===== src/rtl/ocn_pkg.sv =====
package ocn_pkg;

    // Command codes
    localparam logic CMD_ENCODE = 1'b0;
    localparam logic CMD_DECODE = 1'b1;

    // Datapath sizes
    localparam int LANES      = 3;
    localparam int DIV_W      = 32;   // divisor width
    localparam int REM_W      = 33;   // partial remainder width
    localparam int QUO_W      = 33;   // quotient bits, one per divider cell
    localparam int ROOT_W     = 17;   // root bits, one per root cell
    localparam int DIV_CELLS  = QUO_W;
    localparam int SQRT_CELLS = ROOT_W;
    localparam int LATENCY    = 2 + DIV_CELLS + SQRT_CELLS + 1;

    typedef struct packed {
        logic               command;
        logic signed [15:0] in_x;
        logic signed [15:0] in_y;
        logic signed [15:0] in_z;
        logic        [15:0] in_u;
        logic        [15:0] in_v;
    } request_t;

    typedef struct packed {
        logic        [15:0] code_u;
        logic        [15:0] code_v;
        logic signed [15:0] unit_x;
        logic signed [15:0] unit_y;
        logic signed [15:0] unit_z;
        logic               zero_vector;
    } result_t;

    // Data handed along the divider row
    typedef struct packed {
        logic                            command;
        logic                            zero;
        logic [LANES-1:0]                neg;
        logic [DIV_W-1:0]                divisor;
        logic [LANES-1:0][REM_W-1:0]     rem;
        logic [LANES-1:0][QUO_W-1:0]     quot;
    } div_data_t;

    // Data handed along the square root row
    typedef struct packed {
        logic                            command;
        logic                            zero;
        logic [LANES-1:0]                neg;
        logic [LANES-1:0][QUO_W-1:0]     rad;
        logic [LANES-1:0][ROOT_W-1:0]    root;
    } sqrt_data_t;

endpackage


===== src/rtl/ocn_sqrt_cell.sv =====
module ocn_sqrt_cell #(
    parameter int BIT = 0
) (
    input  logic               clk,
    input  logic               rst_n,
    input  logic               valid_in,
    input  ocn_pkg::sqrt_data_t data_in,
    output logic               valid_out,
    output ocn_pkg::sqrt_data_t data_out
);

    logic                valid_reg;
    ocn_pkg::sqrt_data_t data_reg;
    ocn_pkg::sqrt_data_t data_next;

    // Try one root bit on every lane, keep it when the square still fits
    always_comb
    begin
        logic [ocn_pkg::ROOT_W-1:0]   trial;
        logic [2*ocn_pkg::ROOT_W-1:0] sq;
        data_next = data_in;
        for (int i = 0; i < ocn_pkg::LANES; i++)
        begin
            trial = data_in.root[i] | (ocn_pkg::ROOT_W'(1) << BIT);
            sq    = trial * trial;
            if (sq <= (2*ocn_pkg::ROOT_W)'(data_in.rad[i]))
            begin
                data_next.root[i] = trial;
            end
        end
    end

    // Advance the valid mark
    always_ff @(posedge clk or negedge rst_n)
    begin
        if (!rst_n)
        begin
            valid_reg <= 1'b0;
        end
        else
        begin
            valid_reg <= valid_in;
        end
    end

    // Advance the payload
    always_ff @(posedge clk)
    begin
        data_reg <= data_next;
    end

    assign valid_out = valid_reg;
    assign data_out  = data_reg;

endmodule


===== config.mk =====
export PLATFORM = sky130hd
export DESIGN_NAME = ocn_sqrt_cell
export DESIGN_NICKNAME = d
export VERILOG_FILES = /design/src/rtl/ocn_pkg.sv /design/src/rtl/ocn_sqrt_cell.sv
export SDC_FILE = /design/constraint.sdc
export NUM_CORES = 2
export LEC_CHECK = 0
export BUFFER_PORTS_ARGS = -buffer_cell sky130_fd_sc_hd__buf_2
export CORE_MARGIN = 8
export CORE_UTILIZATION = 41
export DETAILED_ROUTE_END_ITERATION = 10
export GPL_TIMING_DRIVEN = 0
export PLACE_DENSITY = 0.68
export SETUP_SLACK_MARGIN = 0.5
export SKIP_LAST_GASP = 1
export SLEW_MARGIN = 40
export SYNTH_ARGS = -nofsm -noshare
export SYNTH_HDL_FRONTEND = slang
export SYNTH_SLANG_ARGS = --single-unit

===== constraint.sdc =====
create_clock -name clk -period 1.1 [get_ports clk]
set_clock_uncertainty 0.2 [all_clocks]
set_input_delay 0.11 -clock clk [delete_from_list [all_inputs] [get_ports clk]]
set_output_delay 0.11 -clock clk [all_outputs]
set_load 0.1 [all_outputs]

# ---- Word-level counts from Yosys, hierarchy flattened
# Cells that the tools add are included.
dict set report word_totals {
  register_bits 156
  input_bits 158
  out_inout_bits 156
  wordCells 19
}
dict set report op_classes {
  multipliers 3
  magnitude_cmp 3
}
# operator count
set ops {}
lappend ops {{<= comparator 34 x 33 -> 1 bit} 3}
lappend ops {{multiplier 17 x 17 -> 34 bit} 3}

# ---- Logic depth before layout (Yosys ltp)
dict set report logic_depth {
  word_depth 2
  mapped_depth 35
  mapped_depth_nobuf 34
}

# ---- Worst setup path after synthesis
# No wires, ideal clock.
dict set report synth_path {
  kind {input to register}
  from {in data_in[26] (netlist bit)}
  to {reg data_reg, in the netlist data_out[17]}
  setup_ns 0.070
  t_arrival_ns 6.870
  t_required_ns 0.830
  path_slack_ns -6.040
  cell_stages 33
  path_buffers 1
  path_cell_list {clkbuf_1 -> clkinv_1 -> nor2_1 -> inv_1 -> fa_1 -> inv_1 -> fa_1 -> fa_1 -> fa_1 -> fa_1 -> inv_1 -> fa_1 -> inv_1 -> ha_1 -> a21o_1 -> a21o_1 -> a2111oi_4 -> o21bai_2 -> o31ai_4 -> o2bb2ai_2 -> o21bai_1 -> a21oi_1 -> xnor2_1 -> ha_1 -> a21oi_1 -> nor2b_1 -> o21ai_0 -> a21oi_1 -> nor3_1 -> o21ai_0 -> a21oi_1 -> nor2_1 -> o21bai_1}
}
dict set report synth_via {
  elab_chain_cells 2
}
# element line
set synth_lines {}
lappend synth_lines {{from (decl)} ocn_sqrt_cell.sv:7} ;# input ocn_pkg::sqrt_data_t data_in,
lappend synth_lines {{multiplier 17 x 17 -> 34 bit} ocn_sqrt_cell.sv:25} ;# sq = trial * trial;
lappend synth_lines {{<= comparator 34 x 33 -> 1 bit} ocn_sqrt_cell.sv:26} ;# if (sq <= (2*ocn_pkg::ROOT_W)'(data_in.rad[i]))
lappend synth_lines {{to (signal assigned)} ocn_sqrt_cell.sv:49} ;# data_reg <= data_next;
lappend synth_lines {{to (decl)} ocn_sqrt_cell.sv:13} ;# ocn_pkg::sqrt_data_t data_reg;
# No other way between the ends.
# A chain may end at the register's enable or synchronous reset.

# ---- Worst setup path in the final report
dict set report layout_path {
  from {in data_in[10] (netlist bit)}
  to {reg data_reg, in the netlist data_out[0]}
}
# Same word-level chain as after synthesis.

==> metrics.md <==
| Metric | Value |
|---|---|
| Status | finished with violations |
| Failing checks | hold timing, setup timing |
| Post-DP HPWL | 63500 um |
| Inserted Clock Buffers | 17 |
| Met3 Routed Length | 5240 um |
| Via count | 23400 |
| Number of global-route vias before repair | 25400 |
| Final hold violation count | 42 |
| Number of synthesized flops with an enable pin | 0 |
| Ranking of synthesized cells by area | fa_1 (39%), ha_1 (17%), inv_1 (12%) |
| Layout cells sized above 1 | 23.9% |
| Most frequent cells in the layout | inv_1 (881), fa_1 (546), ha_1 (383), nand2_1 (234), buf_12 (160) |
| CTS clk-pin slew, worst paths | roughly 0.080 ns |
| Vias/cell | 4.96 |
| I/O pin count | 314 |
| Cells after DPL | ~4500 |
| Pre-CTS setup slack | -7.00 ns |
| Synth top area share | 38.8% |
| Routability cong. | 0.910 |
| Syn Inst Count | 3187 |
| Drt drc | 0 |
| Drt initial violations | 1309 |
| Layout net count | ~5000 |
| Critical Path RT | 1.27 ns |
| Initial antenna violation count | 3 |
| Final Max Tran Viols | 0 |
| Root Driver | clkbuf_16 |
| Crit Path Class | input pin to register |
| Max-slew headroom | a little over half |
| Final setup margin | -5.89 ns |
| DR top layer | met5 |
| Core Region | 71200 um2 |
| Port bufs | 313 |
| Worst-path fanout max | 7 |
| CTS max path bufs | 2 |
| Sink Count | about 160 |
| H-tree levels | 4 |
| CP startpoint kind | input pin |
| Starting density of the core | 41.3% |
| Final ANT Viol Nets | 0 |
| Arr. time, crit path | 7.16 ns |
| First-pass GRT wire length | 134000 um |
| CP endpoint kind | register |
| Top_reg_cell synth | dfxtp_1 |
| Ys Warns | 0 |
| Setup Viol. Count Final | around 160 |
| Die height | 284 um |
| Max-Cap Viols | 0 |
| Fill count | 5812 |
| Pre-antenna DRT Iters | 8 |
| Syn Nets | 4326 |
| Mean Syn Cell Area | 9.23 um2 |
| #FFs+latches synth | about 160 |
| Non-filler cells in the finished layout | 4722 |
| Period minus WS final | around 7.0 ns |
| CP max-delay cell | fa_1 |
| Met1 WL | 33400 um |
| Synth cell types | between 60 and 70 |
| GR Overflow Total | 0 |
| Register area | 3710 um2 |
| Met2 WL | ~43000 um |
| Fraction of registers with async set/reset | less than 1% |
| Die area | 80600 um2 |
| Rows | 98 |
| Top cell by count, worst path | fa_1 |
| Final wirelength | 84300 um |
| Multi-input gate area | between 20000 and 25000 um2 |
| GRT Total Usage | 20.9% |
| Netlist Area Pre-Place | 29400 um2 |
| Tcrit/Tclk final | 635% |
| Largest net degree at the start of global routing | 17 |
| Worst-Margin Slew | around 0.69 ns |
| FMAX | 143 MHz |
| TritonCTS clock tree | done |
| Crit-path max cell delay | 0.56 ns |
| Die W | 284 um |
| Yosys top cell by area | fa_1 |
| Area grow syn2layout | 36.4% |
| WHS | -0.404 ns |
| Most common cell after layout, fill and taps aside | inv_1 |
| Post-DR wirelength/cell | ~18 um |
| Seq/Total Area, Yosys | 10.6% |
| RSZ-0062 raised after global routing | true |
| HP Class | input pin to register |
metrics by stage:
stage | hold WS (ns) | instance area (um2) | setup TNS [ns] | utilization [%]
6_report | -0.404 | 40100 | -52.05 | 56.3
4_1_cts | -0.482 | 39500 | -58.74 | 55.4
2_1_floorplan | -0.386 | 30600 | -16.38 | -
3_5_place_dp | -0.313 | 33400 | -20.45 | 46.8
5_1_grt | -0.433 | 40100 | -60.13 | 56.3
3_3_place_gp | -0.314 | 33400 | -20.31 | 46.8
synthesized netlist by cell type, drive strengths merged (9+ instances only):
| library cell | instances |
|---|---|
| xor2 | 31 |
| inv | 927 |
| a21o | 59 |
| nor2 | 162 |
| clkbuf | 59 |
| and2 | 69 |
| a211oi | 13 |
| o21ai | 75 |
| nand2b | 17 |
| a21oi | 97 |
| o211ai | 9 |
| fa | 570 |
| nand2 | 250 |
| nor3 | 16 |
| dfxtp | 155 |
| xnor2 | 86 |
| ha | 411 |
| nand4 | 25 |
| nor2b | 20 |
| a31oi | 12 |
| or3 | 9 |
| o21bai | 19 |
| nand3 | 14 |
| o21a | 11 |
cell families (layout without fill, tap and decap cells):
family	Yosys count	after routing	synth area share [%]
other	0	2	0
and+or+nand+nor	610	610	9.52
AOI/OAI and AO/OA	330	330	7.33
adders and majority gates	981	981	56.3
xor gates and xnor gates	117	117	3.48
muxes	3	3	0.115
DFF	156	156	10.6
buffers and inverters	990	1573	12.6
flip-flops by register name, summed over array words and instances (netlist names):
signal / cells
data_out: 155
valid_out: 1
area by class of cell:
class,instances,share of cell area [%]
flip-flops and latches,156,9.25
multi-input cells,2041,58.9
repair buffers,551,15.8
well taps,950,2.96
diodes,2,0.0125
clock inverters,14,0.384
plain buffers,59,2.60
inverters,931,9.05
clock buffers,18,1.07
layer usage:
metal,up-vias,track usage [%]
li1,10700,-
met1,11700,25.5
met2,774,36.9
met3,157,3.87
met4,2,6.86
met5,-,0
worst max-delay path, delay by kind of cell:
kind                       cells  cell delay [ns]
adders and majority gates      8             3.71
AOI/OAI and AO/OA              9             1.52
and+or+nand+nor                6             1.02
buffers and inverters          7             0.66
xor gates and xnor gates       1             0.13
repair_timing:
action | 4_1_cts | 5_1_grt
gates resized for setup | 917 | 123
pin swaps | 84 | 105
setup buffers | 71 | 29
hold buffers | 132 | 4
endpoints found under the setup margin | 159 | 182
hold endpoints to repair | 157 | 46
cloned | 1 | 1
final timing paths:
path | startpoint | end | cells after the start
min in group asynchronous | rst_n | valid_out | 2
min | data_in[17] | data_out[17] | 2
max | data_in[10] | data_out[0] | 31
max in group asynchronous | rst_n | valid_out | 2
Power is left out: the tool's default activity adds up to more than one toggle a clock period on the data nets, which glitch-free logic cannot reach.
