===== src/rtl/ocn_pkg.sv =====
package ocn_pkg;

    // Command codes
    localparam logic CMD_ENCODE = 1'b0;
    localparam logic CMD_DECODE = 1'b1;

    // Datapath sizes
    localparam int LANES      = 3;
    localparam int DIV_W      = 32;   // divisor width
    localparam int REM_W      = 33;   // partial remainder width
    localparam int QUO_W      = 33;   // quotient bits, one per divider cell
    localparam int ROOT_W     = 17;   // root bits, one per root cell
    localparam int DIV_CELLS  = QUO_W;
    localparam int SQRT_CELLS = ROOT_W;
    localparam int LATENCY    = 2 + DIV_CELLS + SQRT_CELLS + 1;

    typedef struct packed {
        logic               command;
        logic signed [15:0] in_x;
        logic signed [15:0] in_y;
        logic signed [15:0] in_z;
        logic        [15:0] in_u;
        logic        [15:0] in_v;
    } request_t;

    typedef struct packed {
        logic        [15:0] code_u;
        logic        [15:0] code_v;
        logic signed [15:0] unit_x;
        logic signed [15:0] unit_y;
        logic signed [15:0] unit_z;
        logic               zero_vector;
    } result_t;

    // Data handed along the divider row
    typedef struct packed {
        logic                            command;
        logic                            zero;
        logic [LANES-1:0]                neg;
        logic [DIV_W-1:0]                divisor;
        logic [LANES-1:0][REM_W-1:0]     rem;
        logic [LANES-1:0][QUO_W-1:0]     quot;
    } div_data_t;

    // Data handed along the square root row
    typedef struct packed {
        logic                            command;
        logic                            zero;
        logic [LANES-1:0]                neg;
        logic [LANES-1:0][QUO_W-1:0]     rad;
        logic [LANES-1:0][ROOT_W-1:0]    root;
    } sqrt_data_t;

endpackage


===== src/rtl/ocn_div_cell.sv =====
module ocn_div_cell #(
    parameter bit FIRST = 1'b0
) (
    input  logic              clk,
    input  logic              rst_n,
    input  logic              valid_in,
    input  ocn_pkg::div_data_t data_in,
    output logic              valid_out,
    output ocn_pkg::div_data_t data_out
);

    logic               valid_reg;
    ocn_pkg::div_data_t data_reg;
    ocn_pkg::div_data_t data_next;

    // Retire one quotient bit on every lane
    always_comb
    begin
        logic [ocn_pkg::REM_W-1:0] trial;
        logic [ocn_pkg::REM_W-1:0] dvs;
        logic                      ge;
        data_next = data_in;
        dvs = {1'b0, data_in.divisor};
        for (int i = 0; i < ocn_pkg::LANES; i++)
        begin
            if (FIRST)
            begin
                trial = data_in.rem[i];
            end
            else
            begin
                trial = {data_in.rem[i][ocn_pkg::REM_W-2:0], 1'b0};
            end
            ge = (trial >= dvs);
            data_next.rem[i]  = ge ? (trial - dvs) : trial;
            data_next.quot[i] = {data_in.quot[i][ocn_pkg::QUO_W-2:0], ge};
        end
    end

    // Advance the valid mark
    always_ff @(posedge clk or negedge rst_n)
    begin
        if (!rst_n)
        begin
            valid_reg <= 1'b0;
        end
        else
        begin
            valid_reg <= valid_in;
        end
    end

    // Advance the payload
    always_ff @(posedge clk)
    begin
        data_reg <= data_next;
    end

    assign valid_out = valid_reg;
    assign data_out  = data_reg;

endmodule


===== config.mk =====
export PLATFORM = sky130hd
export DESIGN_NAME = ocn_div_cell
export DESIGN_NICKNAME = d
export VERILOG_FILES = /design/src/rtl/ocn_pkg.sv /design/src/rtl/ocn_div_cell.sv
export SDC_FILE = /design/constraint.sdc
export NUM_CORES = 1
export LEC_CHECK = 0
export ABC_AREA = 1
export BUFFER_PORTS_ARGS = -buffer_cell sky130_fd_sc_hd__buf_2
export CAP_MARGIN = 20
export CORE_MARGIN = 2
export CORE_UTILIZATION = 45
export CTS_BUF_LIST = sky130_fd_sc_hd__clkbuf_4
export DETAILED_ROUTE_END_ITERATION = 10
export PLACE_DENSITY_LB_ADDON = 0.2
export SYNTH_ARGS = -nofsm -noshare
export SYNTH_HDL_FRONTEND = slang
export SYNTH_SLANG_ARGS = --single-unit
export TNS_END_PERCENT = 100

===== constraint.sdc =====
create_clock -name clk -period 0.8 [get_ports clk]
set_input_delay 0.08 -clock clk [delete_from_list [all_inputs] [get_ports clk]]
set_output_delay 0.08 -clock clk [all_outputs]
set_load 0.02 [all_outputs]

==> flow_summary.ini, run 1 <==
[global_route]
grt_max_degree = 24
grt_pass1_vias = 30500
grt_pass1_wl_um = 215000
gr-total-overflow = 261
grt_usage_pct = 85.3

[placed_design]
io_buffers = 467
hpwl_um = 49900
dp.cells = 3488
placed_cell_area_mm2 = 0.0201
place_congestion = 0.966

[clocking]
numCtsBuffers = 58
ctsLongestPathBuffers = 3
cts_root_buf = clkbuf_4
cts.sinks = 236
h-tree-depth = 2

[logic_synthesis]
seq_area_frac_synth_pct = 33.0
yosysMostFrequentCell = nand2_1
synthArstFlopShare_pct = 0.424
synth_common_cells = 971 x nand2_1, 440 x inv_1, 235 x dfxtp_1
netlist_area_mm2 = 0.0143
yosysWarnings = 0
avgSynthCellArea_um2 = 6.29
synth.distinct_cells = 30
dominantRegCellSynth = dfxtp_1
ys_seq_elements = 236
synth_edf_count = 0
syn_nets = 2611
synth_top_area_share_pct = 32.9
synth.area.top_cells = dfxtp_1 33%, nand2_1 25%, inv_1 12%
yosys.area.top_type = dfxtp_1
netlist_instances = 2274

[floorplanning]
rows = 65
num_io_pins = 474
die_width_um = 182
die_y_um = 182
start_util_pct = 45.5

[outcome]
status = aborted with a tool error
firstError = [ERROR GRT-0116] Global routing finished with congestion. Check the congestion regions in the DRC Viewer.
stop_stage = global routing
-- through the flow --
stage	hold WS, ps	setup WS (ps)	utilization (%)
floorplan	-216	-755	-
global placement	-146	-1450	63.8
detailed placement	-143	-1490	63.8
CTS	-644	-666	95.2
-- per-layer routing --
layer | GRT usage [%] | overflow
met3 | 76.9 | 6
met2 | 98.5 | 128
met4 | 86.8 | 123
met5 | 47.4 | 0
met1 | 82.4 | 4
-- kinds of logic after synthesis --
kind of cell	count (synthesis)	share of synthesized area (%)
simple gates	1343	39.7
fa+ha+maj	99	8.81
flops	236	33.0
xor+xnor	45	2.75
buf+inv	483	13.3
compound gates	68	2.40
-- repair_timing --
action                                 in CTS
hold buffers                              295
cloned                                     21
pin swaps                                 174
buffers inserted                          156
setup endpoints to repair                 338
endpoints found under the hold margin     234
gates resized for setup                  1291
==> run 2: changes to the inputs <==
--- a/config.mk
+++ b/config.mk
@@ -9,10 +9,9 @@
 export BUFFER_PORTS_ARGS = -buffer_cell sky130_fd_sc_hd__buf_2
 export CAP_MARGIN = 20
 export CORE_MARGIN = 2
-export CORE_UTILIZATION = 45
-export CTS_BUF_LIST = sky130_fd_sc_hd__clkbuf_4
+export CORE_UTILIZATION = 30
 export DETAILED_ROUTE_END_ITERATION = 10
-export PLACE_DENSITY_LB_ADDON = 0.2
+export PLACE_DENSITY_LB_ADDON = 0.15
 export SYNTH_ARGS = -nofsm -noshare
 export SYNTH_HDL_FRONTEND = slang
 export SYNTH_SLANG_ARGS = --single-unit
==> run 2 against run 1 <==
  * The flow now finishes, with violations (setup timing)
  * Area after synthesis did not move
  * Synthesized cell count stayed put
==> flow_summary.ini, run 2 <==
[placed_design]
hpwl_um = 51900
place_ws_ps = -1470
placed_cell_area_mm2 = 0.0204
io_buffers = 467
place_congestion = 0.940

[timing]
slew_violations = 0
timing.slew.headroom_pct = 79.8
whs_ps = 6.29
tns_ps = -133730
fin_crit_sh_pct = 181
hold_viol = 0
max_freq_ghz = 0.691
setup_viol = 338
setup_ws_ps = -647
tightestPinTransition_ps = 303
fin_crit_ps = 1450
rsz0062_at_grt = yes

[route]
ant_nets = 0
drt_iter0_markers = 883
wirelength_um = 69000
vias = 18100
viasPerCell = 4.45
dr.pass1.iters = 5
drc = 0
wl_per_cell_um = 17.0

[layout]
fin_util_pct = 56.8
layout_commonest_cell = nand2_1
synthToLayoutAreaGrowth_pct = 88.2
largest_reg_flops = 235
stdcell_area_mm2 = 0.0269
nFillCells = 4488
drive_gt1_share_pct = 40.7
final_cell_mix = 826 x nand2_1, 428 x buf_2, 402 x inv_1, 402 x buf_4, 232 x dlygate4sd3_1
nets = 3763

[min_path]
min_from = data_in[174]
hold_path_end = data_out[175]
hold_path.class = in2reg
hold_path_depth = 5

[global_route]
antenna_found_initial = 4
grt_pass1_vias = 18100
grt_usage_pct = 26.5
gr-total-overflow = 0
grt_pass1_wl_um = 101000
grt_max_degree = 32

[floorplanning]
die-area_mm2 = 0.0495
rows = 80
coreArea_mm2 = 0.0474
num_io_pins = 474
die_width_um = 222
start_util_pct = 30.2
die_y_um = 222

[logic_synthesis]
netlist_instances = 2274
netlist_area_mm2 = 0.0143
yosys.area.top_type = dfxtp_1
synthArstFlopShare_pct = 0.424
synth_common_cells = 971 x nand2_1, 440 x inv_1, 235 x dfxtp_1
seq_area_frac_synth_pct = 33.0
avgSynthCellArea_um2 = 6.29
syn_nets = 2611
yosysWarnings = 0
dominantRegCellSynth = dfxtp_1
yosysMostFrequentCell = nand2_1
synth.area.top_cells = dfxtp_1 33%, nand2_1 25%, inv_1 12%
synth_top_area_share_pct = 32.9
synth.distinct_cells = 30
synth_edf_count = 0
ys_seq_elements = 236

[worst_setup_path]
critical_path_arrival_ps = 1950
start_kind = primary input
path_max_fanout = 7
required_ps = 1310
cp-end-kind = flip-flop
crit_type = in2reg

[clocking]
cts.clk_slew.worst_paths_ps = 70
tritoncts = yes
cts.sinks = 236
h-tree-depth = 1
numCtsBuffers = 27
ctsLongestPathBuffers = 3
cts_root_buf = clkbuf_16

[run]
drv_cap = 0

[outcome]
status = complete, but fails checks
violations = setup timing

[pwr]
ir_drop_mv = 1.43
power.leakage_nw = 14.7
power_density_mw_per_mm2 = 1650
run 2: logic make-up (layout without fill, tap and decap cells):
group,count (synthesis),after routing,share of synthesized area (%)
AND/OR/NAND/NOR,1343,1343,39.7
XOR/XNOR,45,45,2.75
AO/OA/AOI/OAI,68,68,2.40
other,0,3,0
buffers and inverters,483,1654,13.3
flip-flops,236,236,33.0
adder cells (fa/ha/maj),99,99,8.81
run 2: final cells by class:
type / count / area, µm² / area share (%)
Tap cell: 615 / 769 / 2.86
Sequential cell: 236 / 4770 / 17.7
Clock inverter: 17 / 194 / 0.720
Timing Repair Buffer: 1159 / 9010 / 33.4
Multi-Input combinational cell: 1555 / 9730 / 36.1
Inverter: 447 / 1750 / 6.49
Clock buffer: 31 / 721 / 2.67
Antenna cell: 3 / 7.51 / 0.0279
run 2: worst max-delay path by stage:
stage                            start             to  slack, ps  cells after the start
after floorplan           data_in[206]  data_out[157]       -750                     15
after global placement    data_in[219]  data_out[137]      -1450                     11
after detailed placement  data_in[226]  data_out[160]      -1470                     11
after CTS                 data_in[212]  data_out[119]       -620                     18
after global routing      data_in[227]  data_out[112]       -710                     14
final                     data_in[226]  data_out[157]       -650                     13
run 2: power breakdown:
| part | internal (mW) | switching, mW |
|---|---|---|
| registers | 13.2 | 0.467 |
| logic | 8.11 | 9.65 |
| clock network | 7.47 | 5.49 |
| total | 28.7 | 15.6 |
run 2: critical path: stages:
cell and delay, ps:
buf_6 80, clkinvlp_4 120, buf_12 150, ha_4 290
nand2_4 60, nor3_4 210, nand2_2 110, nor2_4 150
nand4_4 170, nand3_4 220, clkbuf_16 210, nand2_4 50
nand2_1 60
run 2: per-layer routing:
metal | global-route usage (%) | vias up | wire, µm
met4 | 13.2 | 0 | 3180
met2 | 47.0 | 540 | 33600
li1 | - | 9231 | -
met5 | 0 | - | 0
met1 | 31.0 | 8190 | 28400
met3 | 4.15 | 126 | 3810
run 2: through the flow:
stage / power [mW] / instances
after floorplan: 21.0 / 2274
after detailed placement: 27.7 / 3704
after global placement: 27.7 / 3704
after global routing: 46.7 / 4063
after CTS: 43.2 / 4031
final: 44.4 / 4063
run 2: repair_timing:
| action | CTS | global route |
|---|---|---|
| setup buffers | 46 | 26 |
| setup endpoints to repair | 338 | 338 |
| hold endpoints to repair | 232 | 1 |
| hold buffers | 231 | 1 |
| resized for setup | 241 | 298 |
| gates cloned | 2 | 4 |
| pin swaps | 28 | 80 |
Note: power is estimated with default switching activity, not from simulation.
